$ cat src/rtl/rfp_pkg.sv
// Shared types and constants for the response frame parser.
package rfp_pkg;

	// Default store depth in data words.
	localparam int MAX_WORDS_DEF = 16;

	// Configuration port geometry and register reset values.
	localparam int CFG_W = 16;
	localparam logic [4:0] WORD_COUNT_RST = 5'd1;
	localparam logic [15:0] TIMEOUT_RST = 16'd4000;

	// Stream payload widths.
	localparam int S_DATA_W = 8;
	localparam int M_DATA_W = 32;

	// Frame header bytes.
	localparam logic [7:0] SYNC_BYTE = 8'hFF;
	localparam logic [7:0] DLE_BYTE = 8'h10;
	localparam logic [7:0] ETB_BYTE = 8'h17;
	localparam logic [23:0] HDR_PREFIX = {SYNC_BYTE, SYNC_BYTE, DLE_BYTE};
	localparam logic [7:0] ADD_SEED = DLE_BYTE + ETB_BYTE;
	localparam logic [7:0] XOR_SEED = DLE_BYTE ^ ETB_BYTE;
	localparam logic [15:0] TICK_MAX = 16'hFFFF;

	typedef enum logic [0:0] {
		REG_WORD_COUNT    = 1'b0,
		REG_FRAME_TIMEOUT = 1'b1
	} reg_idx_t;

	typedef enum logic [1:0] {
		OP_ARM  = 2'd0,
		OP_BYTE = 2'd1,
		OP_TICK = 2'd2
	} opcode_t;

	typedef enum logic [2:0] {
		ST_OK           = 3'd0,
		ST_HDR_TIMEOUT  = 3'd1,
		ST_BODY_TIMEOUT = 3'd2,
		ST_ADD_ERR      = 3'd3,
		ST_XOR_ERR      = 3'd4
	} status_t;

	typedef enum logic [2:0] {
		PH_IDLE   = 3'b001,
		PH_SEARCH = 3'b010,
		PH_BODY   = 3'b100
	} phase_t;

	// End-of-run event from the frame engine to the result stage.
	typedef struct packed {
		logic    valid;
		logic    ok;
		status_t code;
	} finish_t;

endpackage

$ cat src/rtl/rfp_ram.sv
// Generic single-write, single-read RAM with registered read data.
module rfp_ram #(
	parameter int WIDTH = 8,
	parameter int DEPTH = 16,
	localparam int AW = (DEPTH > 1) ? $clog2(DEPTH) : 1
) (
	input  logic             clk,
	input  logic             we,
	input  logic [AW-1:0]    waddr,
	input  logic [WIDTH-1:0] wdata,
	input  logic [AW-1:0]    raddr,
	output logic [WIDTH-1:0] rdata
);

	logic [WIDTH-1:0] mem_q [DEPTH];
	logic [WIDTH-1:0] rdata_q;

	// Write port and registered read port.
	always_ff @(posedge clk) begin
		if (we) begin
			mem_q[waddr] <= wdata;
		end
		rdata_q <= mem_q[raddr];
	end

	assign rdata = rdata_q;

endmodule

$ cat src/rtl/rfp_core.sv
// Frame engine: header search, body collection, sums and timeouts.
module rfp_core import rfp_pkg::*; #(
	parameter int MAX_WORDS = MAX_WORDS_DEF,
	localparam int CNT_W = $clog2(MAX_WORDS + 1),
	localparam int AW = (MAX_WORDS > 1) ? $clog2(MAX_WORDS) : 1,
	localparam int BC_W = $clog2(2 * MAX_WORDS + 6)
) (
	input  logic             clk,
	input  logic             arst_n,
	input  logic             fire,
	input  logic [1:0]       op,
	input  logic [7:0]       rx_byte,
	input  logic [4:0]       word_count,
	input  logic [15:0]      timeout,
	output finish_t          fin,
	output logic [15:0]      station,
	output logic [CNT_W-1:0] words,
	output logic             wr_en,
	output logic [AW-1:0]    wr_addr,
	output logic [7:0]       wr_data
);

	phase_t            phase_q, phase_d;
	logic [23:0]       window_q, window_d;
	logic [BC_W-1:0]   body_q, body_d;
	logic [7:0]        add_q, add_d;
	logic [7:0]        xor_q, xor_d;
	logic [7:0]        radd_q, radd_d;
	logic [15:0]       station_q, station_d;
	logic [15:0]       elapsed_q, elapsed_d;
	logic [CNT_W-1:0]  words_q, words_d;
	logic [BC_W-1:0]   dlen;
	logic [BC_W-1:0]   data_off;
	logic [15:0]       elapsed_inc;

	assign dlen = BC_W'({words_q, 1'b0});
	assign data_off = body_q - BC_W'(2);
	assign elapsed_inc = (elapsed_q != TICK_MAX) ? elapsed_q + 16'd1 : elapsed_q;

	// Next-state logic for one accepted transaction.
	always_comb begin
		phase_d = phase_q;
		window_d = window_q;
		body_d = body_q;
		add_d = add_q;
		xor_d = xor_q;
		radd_d = radd_q;
		station_d = station_q;
		elapsed_d = elapsed_q;
		words_d = words_q;
		fin = '0;
		fin.code = ST_OK;
		wr_en = 1'b0;
		wr_addr = data_off[AW:1];
		wr_data = rx_byte;
		if (fire) begin
			case (op)
				OP_ARM: begin
					if (word_count == '0) begin
						words_d = CNT_W'(1);
					end else if (int'(word_count) > MAX_WORDS) begin
						words_d = CNT_W'(MAX_WORDS);
					end else begin
						words_d = CNT_W'(word_count);
					end
					phase_d = PH_SEARCH;
					window_d = '0;
					body_d = '0;
					add_d = '0;
					xor_d = '0;
					radd_d = '0;
					elapsed_d = '0;
				end
				OP_TICK: begin
					if (phase_q != PH_IDLE) begin
						elapsed_d = elapsed_inc;
						if (elapsed_inc >= timeout) begin
							fin.valid = 1'b1;
							fin.code = (phase_q == PH_SEARCH) ? ST_HDR_TIMEOUT : ST_BODY_TIMEOUT;
							phase_d = PH_IDLE;
						end
					end
				end
				OP_BYTE: begin
					case (phase_q)
						PH_SEARCH: begin
							if (window_q == HDR_PREFIX && rx_byte == ETB_BYTE) begin
								phase_d = PH_BODY;
								body_d = '0;
								elapsed_d = '0;
								add_d = ADD_SEED;
								xor_d = XOR_SEED;
							end else begin
								window_d = {window_q[15:0], rx_byte};
							end
						end
						PH_BODY: begin
							body_d = body_q + BC_W'(1);
							if (body_q < dlen + BC_W'(2)) begin
								// Station and data bytes enter both sums.
								add_d = add_q + rx_byte;
								xor_d = xor_q ^ rx_byte;
								if (body_q == '0) begin
									station_d = {rx_byte, 8'h00};
								end else if (body_q == BC_W'(1)) begin
									station_d = {station_q[15:8], rx_byte};
								end else if (!body_q[0]) begin
									wr_en = 1'b1;
								end
							end else if (body_q < dlen + BC_W'(4)) begin
								// Status bytes are skipped.
								add_d = add_q;
							end else if (body_q == dlen + BC_W'(4)) begin
								radd_d = rx_byte;
							end else begin
								// XOR sum byte closes the frame.
								fin.valid = 1'b1;
								phase_d = PH_IDLE;
								if (radd_q != add_q) begin
									fin.code = ST_ADD_ERR;
								end else if (rx_byte != xor_q) begin
									fin.code = ST_XOR_ERR;
								end else begin
									fin.ok = 1'b1;
								end
							end
						end
						default: begin
							phase_d = phase_q;
						end
					endcase
				end
				default: begin
					phase_d = phase_q;
				end
			endcase
		end
	end

	// State registers.
	always_ff @(posedge clk or negedge arst_n) begin
		if (!arst_n) begin
			phase_q <= PH_IDLE;
			window_q <= '0;
			body_q <= '0;
			add_q <= '0;
			xor_q <= '0;
			radd_q <= '0;
			station_q <= '0;
			elapsed_q <= '0;
			words_q <= CNT_W'(1);
		end else begin
			phase_q <= phase_d;
			window_q <= window_d;
			body_q <= body_d;
			add_q <= add_d;
			xor_q <= xor_d;
			radd_q <= radd_d;
			station_q <= station_d;
			elapsed_q <= elapsed_d;
			words_q <= words_d;
		end
	end

	assign station = station_q;
	assign words = words_q;

endmodule

$ cat src/rtl/rfp_emit.sv
// Result stage: output register and read-out of stored data words.
module rfp_emit import rfp_pkg::*; #(
	parameter int MAX_WORDS = MAX_WORDS_DEF,
	localparam int CNT_W = $clog2(MAX_WORDS + 1),
	localparam int AW = (MAX_WORDS > 1) ? $clog2(MAX_WORDS) : 1
) (
	input  logic                clk,
	input  logic                arst_n,
	input  finish_t             fin,
	input  logic [CNT_W-1:0]    words,
	input  logic [15:0]         station,
	input  logic [7:0]          rd_data,
	output logic [AW-1:0]       rd_addr,
	output logic                busy,
	output logic                m_tvalid,
	input  logic                m_tready,
	output logic [M_DATA_W-1:0] m_tdata,
	output logic                m_tuser,
	output logic                m_tlast
);

	logic             drain_q, drain_d;
	logic [CNT_W-1:0] idx_q, idx_d;
	logic             out_valid_q;
	logic             out_status_q;
	logic [7:0]       out_byte_q;
	logic [15:0]      out_station_q;
	status_t          out_code_q;
	logic             out_free;
	logic             load;
	logic             ld_status;
	logic [7:0]       ld_byte;
	status_t          ld_code;

	assign out_free = !out_valid_q || m_tready;

	// Pick the next result: a stored word, the closing status or an error status.
	always_comb begin
		drain_d = drain_q;
		idx_d = idx_q;
		load = 1'b0;
		ld_status = 1'b1;
		ld_byte = '0;
		ld_code = ST_OK;
		if (drain_q) begin
			if (out_free) begin
				load = 1'b1;
				if (idx_q < words) begin
					ld_status = 1'b0;
					ld_byte = rd_data;
					idx_d = idx_q + CNT_W'(1);
				end else begin
					drain_d = 1'b0;
				end
			end
		end else if (fin.valid) begin
			if (fin.ok) begin
				drain_d = 1'b1;
				idx_d = '0;
			end else begin
				load = 1'b1;
				ld_code = fin.code;
			end
		end
	end

	// The read address runs one step ahead so the data lines up with idx_q.
	assign rd_addr = idx_d[AW-1:0];
	assign busy = drain_q;

	// Control registers.
	always_ff @(posedge clk or negedge arst_n) begin
		if (!arst_n) begin
			drain_q <= 1'b0;
			idx_q <= '0;
			out_valid_q <= 1'b0;
		end else begin
			drain_q <= drain_d;
			idx_q <= idx_d;
			if (load) begin
				out_valid_q <= 1'b1;
			end else if (m_tready) begin
				out_valid_q <= 1'b0;
			end
		end
	end

	// Output payload register.
	always_ff @(posedge clk) begin
		if (load) begin
			out_status_q <= ld_status;
			out_byte_q <= ld_byte;
			out_station_q <= station;
			out_code_q <= ld_code;
		end
	end

	assign m_tvalid = out_valid_q;
	assign m_tuser = out_status_q;
	assign m_tlast = out_status_q;
	assign m_tdata = {5'b0, out_code_q, out_station_q, out_byte_q};

endmodule

$ cat src/rtl/response_frame_parser.sv
// Top level of the response frame parser.
//
//  channel | direction | payload
//  --------+-----------+-------------------------------------------------------
//  s_*     | in        | tuser opcode[1:0]; tdata rx_byte[7:0]
//  m_*     | out       | tuser is_status; tlast last; tdata data_byte[7:0],
//          |           | station_id[23:8], status_code[26:24], zero[31:27]
//  cfg_*   | in        | index 0 word_count[4:0], index 1 frame_timeout_ticks[15:0]
//
// One input transaction is taken per cycle unless held off: it is registered,
// processed in one pass and its result registered. A good frame then reads its
// data words from the word RAM at one per cycle unless stalled, holding input off.
// Reset clears all control state and loads the register reset values.
// A stalled output holds its transaction and backs up into the input register.
module response_frame_parser import rfp_pkg::*; #(
	parameter int MAX_WORDS = MAX_WORDS_DEF
) (
	input  logic                clk,
	input  logic                arst_n,
	input  logic                s_tvalid,
	output logic                s_tready,
	input  logic [S_DATA_W-1:0] s_tdata,   // rx_byte[7:0]
	input  logic [1:0]          s_tuser,   // opcode[1:0]
	output logic                m_tvalid,
	input  logic                m_tready,
	output logic [M_DATA_W-1:0] m_tdata,   // data_byte, station_id, status_code, pad
	output logic                m_tuser,   // is_status
	output logic                m_tlast,
	input  logic                cfg_we,
	input  logic [0:0]          cfg_idx,
	input  logic [CFG_W-1:0]    cfg_wdata
);

	localparam int CNT_W = $clog2(MAX_WORDS + 1);
	localparam int AW = (MAX_WORDS > 1) ? $clog2(MAX_WORDS) : 1;

	logic             valid_s1;
	logic [1:0]       op_s1;
	logic [7:0]       byte_s1;
	logic [4:0]       word_count_q;
	logic [15:0]      timeout_q;
	logic             fire;
	logic             busy;
	logic             out_free;
	finish_t          fin;
	logic [15:0]      station;
	logic [CNT_W-1:0] words;
	logic             wr_en;
	logic [AW-1:0]    wr_addr;
	logic [7:0]       wr_data;
	logic [AW-1:0]    rd_addr;
	logic [7:0]       rd_data;

	assign out_free = !m_tvalid || m_tready;
	assign fire = valid_s1 && !busy && out_free;
	assign s_tready = !valid_s1 || fire;

	// Input register.
	always_ff @(posedge clk or negedge arst_n) begin
		if (!arst_n) begin
			valid_s1 <= 1'b0;
		end else if (s_tready) begin
			valid_s1 <= s_tvalid;
		end
	end

	always_ff @(posedge clk) begin
		if (s_tvalid && s_tready) begin
			op_s1 <= s_tuser;
			byte_s1 <= s_tdata;
		end
	end

	// Configuration registers.
	always_ff @(posedge clk or negedge arst_n) begin
		if (!arst_n) begin
			word_count_q <= WORD_COUNT_RST;
			timeout_q <= TIMEOUT_RST;
		end else if (cfg_we) begin
			case (cfg_idx)
				REG_WORD_COUNT: word_count_q <= cfg_wdata[4:0];
				REG_FRAME_TIMEOUT: timeout_q <= cfg_wdata[15:0];
				default: timeout_q <= timeout_q;
			endcase
		end
	end

	rfp_core #(.MAX_WORDS(MAX_WORDS)) u_core (
		.clk        (clk),
		.arst_n     (arst_n),
		.fire       (fire),
		.op         (op_s1),
		.rx_byte    (byte_s1),
		.word_count (word_count_q),
		.timeout    (timeout_q),
		.fin        (fin),
		.station    (station),
		.words      (words),
		.wr_en      (wr_en),
		.wr_addr    (wr_addr),
		.wr_data    (wr_data)
	);

	rfp_ram #(.WIDTH(8), .DEPTH(MAX_WORDS)) u_words (
		.clk   (clk),
		.we    (wr_en),
		.waddr (wr_addr),
		.wdata (wr_data),
		.raddr (rd_addr),
		.rdata (rd_data)
	);

	rfp_emit #(.MAX_WORDS(MAX_WORDS)) u_emit (
		.clk      (clk),
		.arst_n   (arst_n),
		.fin      (fin),
		.words    (words),
		.station  (station),
		.rd_data  (rd_data),
		.rd_addr  (rd_addr),
		.busy     (busy),
		.m_tvalid (m_tvalid),
		.m_tready (m_tready),
		.m_tdata  (m_tdata),
		.m_tuser  (m_tuser),
		.m_tlast  (m_tlast)
	);

endmodule

$ cat config.mk
export PLATFORM = sky130hd
export DESIGN_NAME = response_frame_parser
export DESIGN_NICKNAME = d
export VERILOG_FILES = /design/src/rtl/rfp_pkg.sv /design/src/rtl/rfp_ram.sv /design/src/rtl/rfp_core.sv /design/src/rtl/rfp_emit.sv /design/src/rtl/response_frame_parser.sv
export SDC_FILE = /design/constraint.sdc
export NUM_CORES = 1
export LEC_CHECK = 0
export ABC_AREA = 1
export BUFFER_PORTS_ARGS = -buffer_cell sky130_fd_sc_hd__buf_4
export CAP_MARGIN = 20
export CORE_MARGIN = 4
export CORE_UTILIZATION = 55
export DETAILED_ROUTE_END_ITERATION = 7
export GPL_ROUTABILITY_DRIVEN = 0
export GPL_TIMING_DRIVEN = 0
export PLACE_DENSITY = 0.73
export SLEW_MARGIN = 20
export SYNTH_ARGS = -nofsm -noshare
export SYNTH_HDL_FRONTEND = slang
export SYNTH_SLANG_ARGS = --single-unit
$ cat constraint.sdc
create_clock -name clk -period 5.7 [get_ports clk]
set_input_delay 1.14 -clock clk [delete_from_list [all_inputs] [get_ports clk]]
set_output_delay 1.14 -clock clk [all_outputs]
set_load 0.005 [all_outputs]
==> flow_summary.yaml, run 1 <==
status:
  status: "completed"
global_route:
  antenna_found_initial: 0
  grt_pass1_wl_mm: 54.2
  grt_overflow: 0
  grt_max_degree: 79
  grtUsageTotal_pct: 23.5
  grt_pass1_vias: 10600
setup_path:
  worst_setup_path_start_kind: "flip-flop"
  cp_top_family: "simple AND/OR/NAND/NOR gates"
  r2r_cells: 21
  worstSetupEndpointType: "flip-flop"
  critPathKind: "reg -> reg"
  worst-path-buf-inv: 2
  r2r-end: "u_emit.out_station_q[10]"
  r2r-start: "u_core.elapsed_q[0]"
  critPathRequiredTime_ns: 5.95
  crit_fanout: 15
  crit_path_frequent_cell: "nand2_1"
  crit_cells: 21
  crit_arrival_ns: 4.51
  r2r_setup_slack_ns: 1.44
  crit_path_top_delay_cell: "dfrtp_1"
  path_cells: "ha_1, nand2_1, nor3_1, nand2_1, nor2_1, nand2_1, inv_1, nor3_1, nand2_1, xor2_1, ha_1, a21oi_1, or2_2, nand4_1, o211ai_1, nand3_1, nand3_1, nand2_1, nand3_1, o21ai_4, buf_8"
  max_stage_delay_ns: 0.40
cts:
  postCtsSetupBuffers: 0
  path_clk_slew_ns: 0.06
  cts_tree: "yes"
  cts_resized: 0
  cts.path.max_buffers: 3
  cts_buffers: 31
  htreeDepth: 1
  cts-root-buf: "clkbuf_16"
  cts_hold_buffers: 0
  worstSkewPairLatency_ns: 0.55
  clkSinkCount: 297
layout:
  nFillCells: 2011
  drive_gt1_share_pct: 11.3
  antenna_cells: 0
  finalNetCount: 1701
  areaGrowthSynthToFinish_pct: 14.5
floorplan:
  chipHeight_um: 169
  die_w_um: 169
  start_util_pct: 56.3
  dieArea_sq_mm: 0.0286
  core_sq_mm: 0.0253
  ios: 68
  fp-row-count: 58
sta:
  finalSetupViolCount: 0
  period_needed_ns: 4.26
  relSlewSlack_pct: 25.8
  fmax_mhz: 235
  maxSlewViolCount: 0
  setup_tns_ns: 0
  rsz0062_at_grt: "false"
  hold_violations: 0
  post-route-period-util_pct: 74.8
  skew_ns: 0.0138
  worst_pin_slew_ns: 1.11
pwr:
  powerDensity_mw_per_mm2: 430
  ir_drop_v: 0.000300
  finalPower_mw: 7.02
  leakagePower_nw: 7.31
synth:
  synthMostInstantiatedCell: "nand2_1"
  avgSynthCellArea_sq_um: 9.40
  ys_warn_count: 0
  synth_area_leaders: "edfxtp_1 (35%), dfrtp_1 (20%), nand2_1 (7.9%), nand3_1 (6.9%), inv_1 (6.7%)"
  ys_ff_latch: 297
  yosysTopAreaCell: "edfxtp_1"
  synth-edff-count: 166
  ys_types: 49
  async_flop_share_pct: 41.4
  synth_area_sq_mm: 0.0143
  yosys_most_used_dff: "edfxtp_1"
  synthTopCellsByCount: "nand2_1 (301), inv_1 (255), nand3_1 (198)"
  ys_seq_area_share_pct: 57.7
  synth_cells: 1518
  synth_top_area_share_pct: 34.9
routing:
  vias: 10700
  dr.pass1.iters: 6
  drtAntennaViolNets: 0
  routed_wl_mm: 33.1
  drc_errors: 0
  via_per_inst: 5.40
  wl_per_cell_um: 16.8
  drt_iter0_markers: 996
job:
  cap_violations: 0
worst_hold_path:
  whs_endpoint: "u_emit.out_station_q[7]"
  hold_start: "u_core.station[7]"
  hp-class: "reg -> reg"
  hold_path_depth: 0
place:
  portBuffers: 62
  dpl.hpwl_mm: 23.0
==> cell families after synthesis <==
| kind of cell | after synthesis | synth area share, % |
|---|---|---|
| AO/OA/AOI/OAI | 164 | 6.31 |
| XOR/XNOR | 23 | 1.41 |
| adder cells (fa/ha/maj) | 49 | 4.35 |
| buffers and inverters | 324 | 9.14 |
| flip-flops | 297 | 57.7 |
| other | 1 | 0.0263 |
| AND/OR/NAND/NOR | 660 | 21.1 |
==> stage by stage <==
step	cell area, sq um	setup slack, ns	hold slack (ns)	instances	utilization, %
2_1_floorplan	14300	1.55	0.425	1522	-
3_3_place_gp	15200	0.113	0.430	1914	59.9
3_5_place_dp	15200	1.49	0.433	1916	60.1
4_1_cts	16300	1.46	0.449	1973	64.4
5_1_grt	16300	1.06	0.458	1974	64.5
6_report	16300	1.44	0.450	1974	64.5
==> cell type report <==
class	instances	area, sq um	area share, %
Clock buffer	43	968	5.92
Clock inverter	14	126	0.773
Buffer	57	302	1.84
Sequential cell	297	8230	50.4
Multi-Input combinational cell	901	4770	29.2
Inverter	267	1000	6.14
Timing Repair Buffer	65	527	3.22
Tap cell	330	413	2.53
==> per-layer routing <==
metal	vias up	GRT usage, %	share of wire (%)
met5	-	0	0
met4	0	8.58	3.5
met3	65	2.97	5.5
met2	324	39.7	48
met1	5079	31.4	43
li1	5193	-	-
==> power breakdown <==
group / switching, mW / total (mW) / internal [mW]
registers: 0.245 / 2.84 / 2.60
logic: 1.35 / 2.07 / 0.720
clock network: 0.836 / 2.11 / 1.28
==> sequential cells by signal, summed over array words and instances, names as in the netlist, 2 cells and up <==
register,count
byte_s1,8
op_s1,2
timeout_q,16
u_core.add_q,8
u_core.body_q,6
u_core.elapsed_q,16
u_core.phase_q,3
u_core.radd_q,8
u_core.station,16
u_core.window_q,24
u_core.words,5
u_core.xor_q,8
u_emit.idx_q,5
u_emit.out_byte_q,8
u_emit.out_code_q,3
u_emit.out_station_q,16
u_words.mem_q,128
u_words.rdata,8
word_count_q,5
==> worst max path at each step <==
stage                              startpoint                  endpoint  slack (ns)
after floorplan           u_core.elapsed_q[0]            u_emit.m_tlast        1.55
after global placement    u_core.elapsed_q[1]      u_emit.out_byte_q[6]        0.11
after detailed placement  u_core.elapsed_q[0]  u_emit.out_station_q[14]        1.49
after CTS                 u_core.elapsed_q[0]   u_emit.out_station_q[2]        1.46
after global routing      u_core.elapsed_q[0]   u_emit.out_station_q[7]        1.06
final                     u_core.elapsed_q[0]  u_emit.out_station_q[10]        1.44
==> worst reg2reg max path, cell delays in order (launching register included) <==
cell and delay [ns]:
dfrtp_1 0.40, ha_1 0.22, nand2_1 0.09, nor3_1 0.07, nand2_1 0.13, nor2_1 0.07
nand2_1 0.25, inv_1 0.13, nor3_1 0.22, nand2_1 0.11, xor2_1 0.18, ha_1 0.32
a21oi_1 0.06, or2_2 0.29, nand4_1 0.09, o211ai_1 0.10, nand3_1 0.18, nand3_1 0.14
nand2_1 0.08, nand3_1 0.22, o21ai_4 0.36, buf_8 0.26
==> placed cells by master (no fill, tap or decap), drive strengths merged, types with 3 or more instances in the layout <==
cell,n
a21oi,38
a31oi,3
buf,104
clkbuf,61
clkinv,11
clkinvlp,3
conb,5
dfrtp,114
dfstp,9
dfxtp,8
edfxtp,166
ha,48
inv,265
nand2,303
nand3,199
nand3b,36
nand4,7
nor2,81
nor3,19
nor4,12
o21a,3
o21ai,94
o21bai,3
o22ai,10
o31ai,9
xnor2,9
xor2,14
Note: power is estimated with default switching activity, not from simulation.
==> run 2, diff against run 1 <==
--- a/config.mk
+++ b/config.mk
@@ -5,7 +5,7 @@
 export SDC_FILE = /design/constraint.sdc
 export NUM_CORES = 1
 export LEC_CHECK = 0
-export ABC_AREA = 1
+export ABC_AREA = 0
 export BUFFER_PORTS_ARGS = -buffer_cell sky130_fd_sc_hd__buf_4
 export CAP_MARGIN = 20
 export CORE_MARGIN = 4
==> constraint.sdc (replaced) <==
create_clock -name clk -period 4.35 [get_ports clk]
set_input_delay 0.87 -clock clk [delete_from_list [all_inputs] [get_ports clk]]
set_output_delay 0.87 -clock clk [all_outputs]
set_load 0.005 [all_outputs]
==> run 2 against run 1 <==
Against the previous run:
- register-to-register slack lost 1.3 ns
- first-iteration DRC count is 38% lower
- non-clock buffer count fell by 10
- largest power group unchanged
==> flow_summary.yaml, run 2 <==
pwr:
  finalPower_mw: 6.42
  powerDensity_mw_per_mm2: 414
  ir_drop_v: 0.000287
  leakagePower_nw: 6.50
routing:
  dr.pass1.iters: 7
  wl_per_cell_um: 18.6
  top_layer: "met4"
  dr_wl_met2_mm: 13.4
  via_per_inst: 5.72
  vias: 8808
  drc_errors: 0
  routed_wl_mm: 28.6
  drtAntennaViolNets: 0
  dr_wl_met3_mm: 1.82
  wl_met1_mm: 12.8
  drt_iter0_markers: 620
job:
  cap_violations: 0
cts:
  htreeDepth: 1
  path_clk_slew_ns: 0.06
  cts-root-buf: "clkbuf_16"
  cts.path.max_buffers: 3
  cts_buffers: 31
  worstSkewPairLatency_ns: 0.57
  cts_tree: "yes"
  clkSinkCount: 297
global_route:
  grt_max_degree: 73
  grt_pass1_wl_mm: 46.1
  grt_pass1_vias: 8625
  grtUsageTotal_pct: 21.6
  grt_overflow: 0
  antenna_found_initial: 0
synth:
  avgSynthCellArea_sq_um: 12.3
  synthMostInstantiatedCell: "edfxtp_1"
  ys_ff_latch: 297
  async_flop_share_pct: 41.4
  synth_cells: 1091
  ys_types: 68
  ys_warn_count: 0
  synth_area_sq_mm: 0.0135
  yosys_most_used_dff: "edfxtp_1"
  ys_seq_area_share_pct: 61.2
  synth_area_leaders: "edfxtp_1 (37%), dfrtp_1 (21%), ha_1 (4.5%), mux2_2 (4.2%), nand2_1 (3.5%)"
  synthTopCellsByCount: "edfxtp_1 (166), nand2_1 (124), dfrtp_1 (114)"
  synth-edff-count: 166
  yosysTopAreaCell: "edfxtp_1"
  synth_top_area_share_pct: 37.0
setup_path:
  path_cells: "clkbuf_1, xnor2_1, nand4_1, nor4_1, nand4_1, nand3_1, clkbuf_1, a2bb2oi_1, a22o_1, mux2i_1"
  worst-path-buf-inv: 2
  crit_cells: 10
  worst_setup_path_start_kind: "flip-flop"
  critPathKind: "reg -> reg"
  crit_arrival_ns: 4.65
  crit_fanout: 17
  critPathRequiredTime_ns: 4.83
  cp_top_family: "simple AND/OR/NAND/NOR gates"
  startpoint: "byte_s1[7]"
  max_stage_delay_ns: 0.69
  worstSetupEndpointType: "flip-flop"
  r2r_cells: 10
  crit_path_top_delay_cell: "edfxtp_1"
  r2r-start: "byte_s1[7]"
layout:
  mostFrequentLayoutCell: "edfxtp_1"
  reg_top3: "u_words.mem_q (128), u_core.window_q (24)"
  multi_input_area_sq_mm: 0.00495
  regMostFlops: "u_words.mem_q"
  most-common-layout-cells: "edfxtp_1 (166), nand2_1 (124), dfrtp_1 (113)"
  largest_reg_flops: 128
  areaGrowthSynthToFinish_pct: 15.0
  ff_latch_area_sq_mm: 0.00824
  post-route-util_pct: 65.2
  drive_gt1_share_pct: 17.1
  antenna_cells: 0
  stdcell_count: 1539
  nFillCells: 1778
  finalNetCount: 1276
  design_area_sq_mm: 0.0155
sta:
  hold_violations: 0
  post-route-period-util_pct: 96.0
  skew_ns: 0.0115
  maxSlewViolCount: 0
  setup_tns_ns: 0
  worst_pin_slew_ns: 1.07
  finalSetupViolCount: 0
  finalWorstSetupSlack_ns: 0.175
  fmax_mhz: 240
  period_needed_ns: 4.18
  relSlewSlack_pct: 28.4
  rsz0062_at_grt: "false"
  holdWs_ns: 0.245
place:
  portBuffers: 62
  numPlacedInstances: 1477
  dpl_cell_area_sq_mm: 0.0144
  dpl.hpwl_mm: 19.2
  dp_slack_ns: -0.733
worst_hold_path:
  hp-class: "in -> async"
floorplan:
  die_w_um: 164
  chipHeight_um: 164
  start_util_pct: 56.7
  core_sq_mm: 0.0238
  ios: 68
  dieArea_sq_mm: 0.0271
  fp-row-count: 56
status:
  status: "completed"
==> run 2: cells by family (layout without fill, tap and decap cells) <==
family,after synthesis,in the layout,share of synthesized area (%)
buffers and inverters,89,213,2.80
other,1,5,0.0278
AND/OR/NAND/NOR,291,291,10.4
AO/OA/AOI/OAI,234,235,11.1
multiplexers,93,93,7.41
adder cells (fa/ha/maj),49,49,4.61
flip-flops,297,297,61.2
XOR/XNOR,37,37,2.46
==> run 2: repair_timing <==
item	CTS	global route
gates resized for setup	7	3
cloned	1	0
hold buffers	0	0
endpoints found under the hold margin	0	0
endpoints found under the setup margin	34	29
pin swaps	3	1
buffers inserted	3	1
==> run 2: final cells by class <==
cell class	instances	share of cell area (%)
Clock buffer	41	5.25
Sequential cell	297	53.2
Buffer	45	1.41
Multi-Input combinational cell	710	32.0
Clock inverter	17	1.00
Inverter	43	1.04
Tap cell	319	2.58
Timing Repair Buffer	67	3.56
==> run 2: worst reg2reg max path: stages (launching register included) <==
cell,delay (ns)
edfxtp_1,0.69
clkbuf_1,0.50
xnor2_1,0.18
nand4_1,0.14
nor4_1,0.60
nand4_1,0.41
nand3_1,0.39
clkbuf_1,0.52
a2bb2oi_1,0.21
a22o_1,0.25
mux2i_1,0.19
==> run 2: where the power goes <==
| part | internal, mW | total, mW | switching (mW) |
|---|---|---|---|
| combinational | 0.280 | 0.593 | 0.313 |
| sequential | 3.14 | 3.29 | 0.150 |
| clock | 1.44 | 2.53 | 1.09 |
==> run 2: routing by layer <==
layer / GRT usage (%) / vias up
met4: 6.01 / 0
met5: 0 / -
met1: 30.9 / 4291
met3: 3.19 / 54
li1: - / 4180
met2: 34.9 / 283
==> run 2: final timing paths <==
path                       slack [ns]                      end
setup / recovery                 0.17         u_words.rdata[7]
setup reg to reg                 0.17         u_words.rdata[7]
max in group asynchronous        3.36          u_core.words[0]
min in group clk                 0.45  u_emit.out_station_q[6]
hold / removal                   0.24            timeout_q[13]
hold reg to reg                  0.45  u_emit.out_station_q[6]
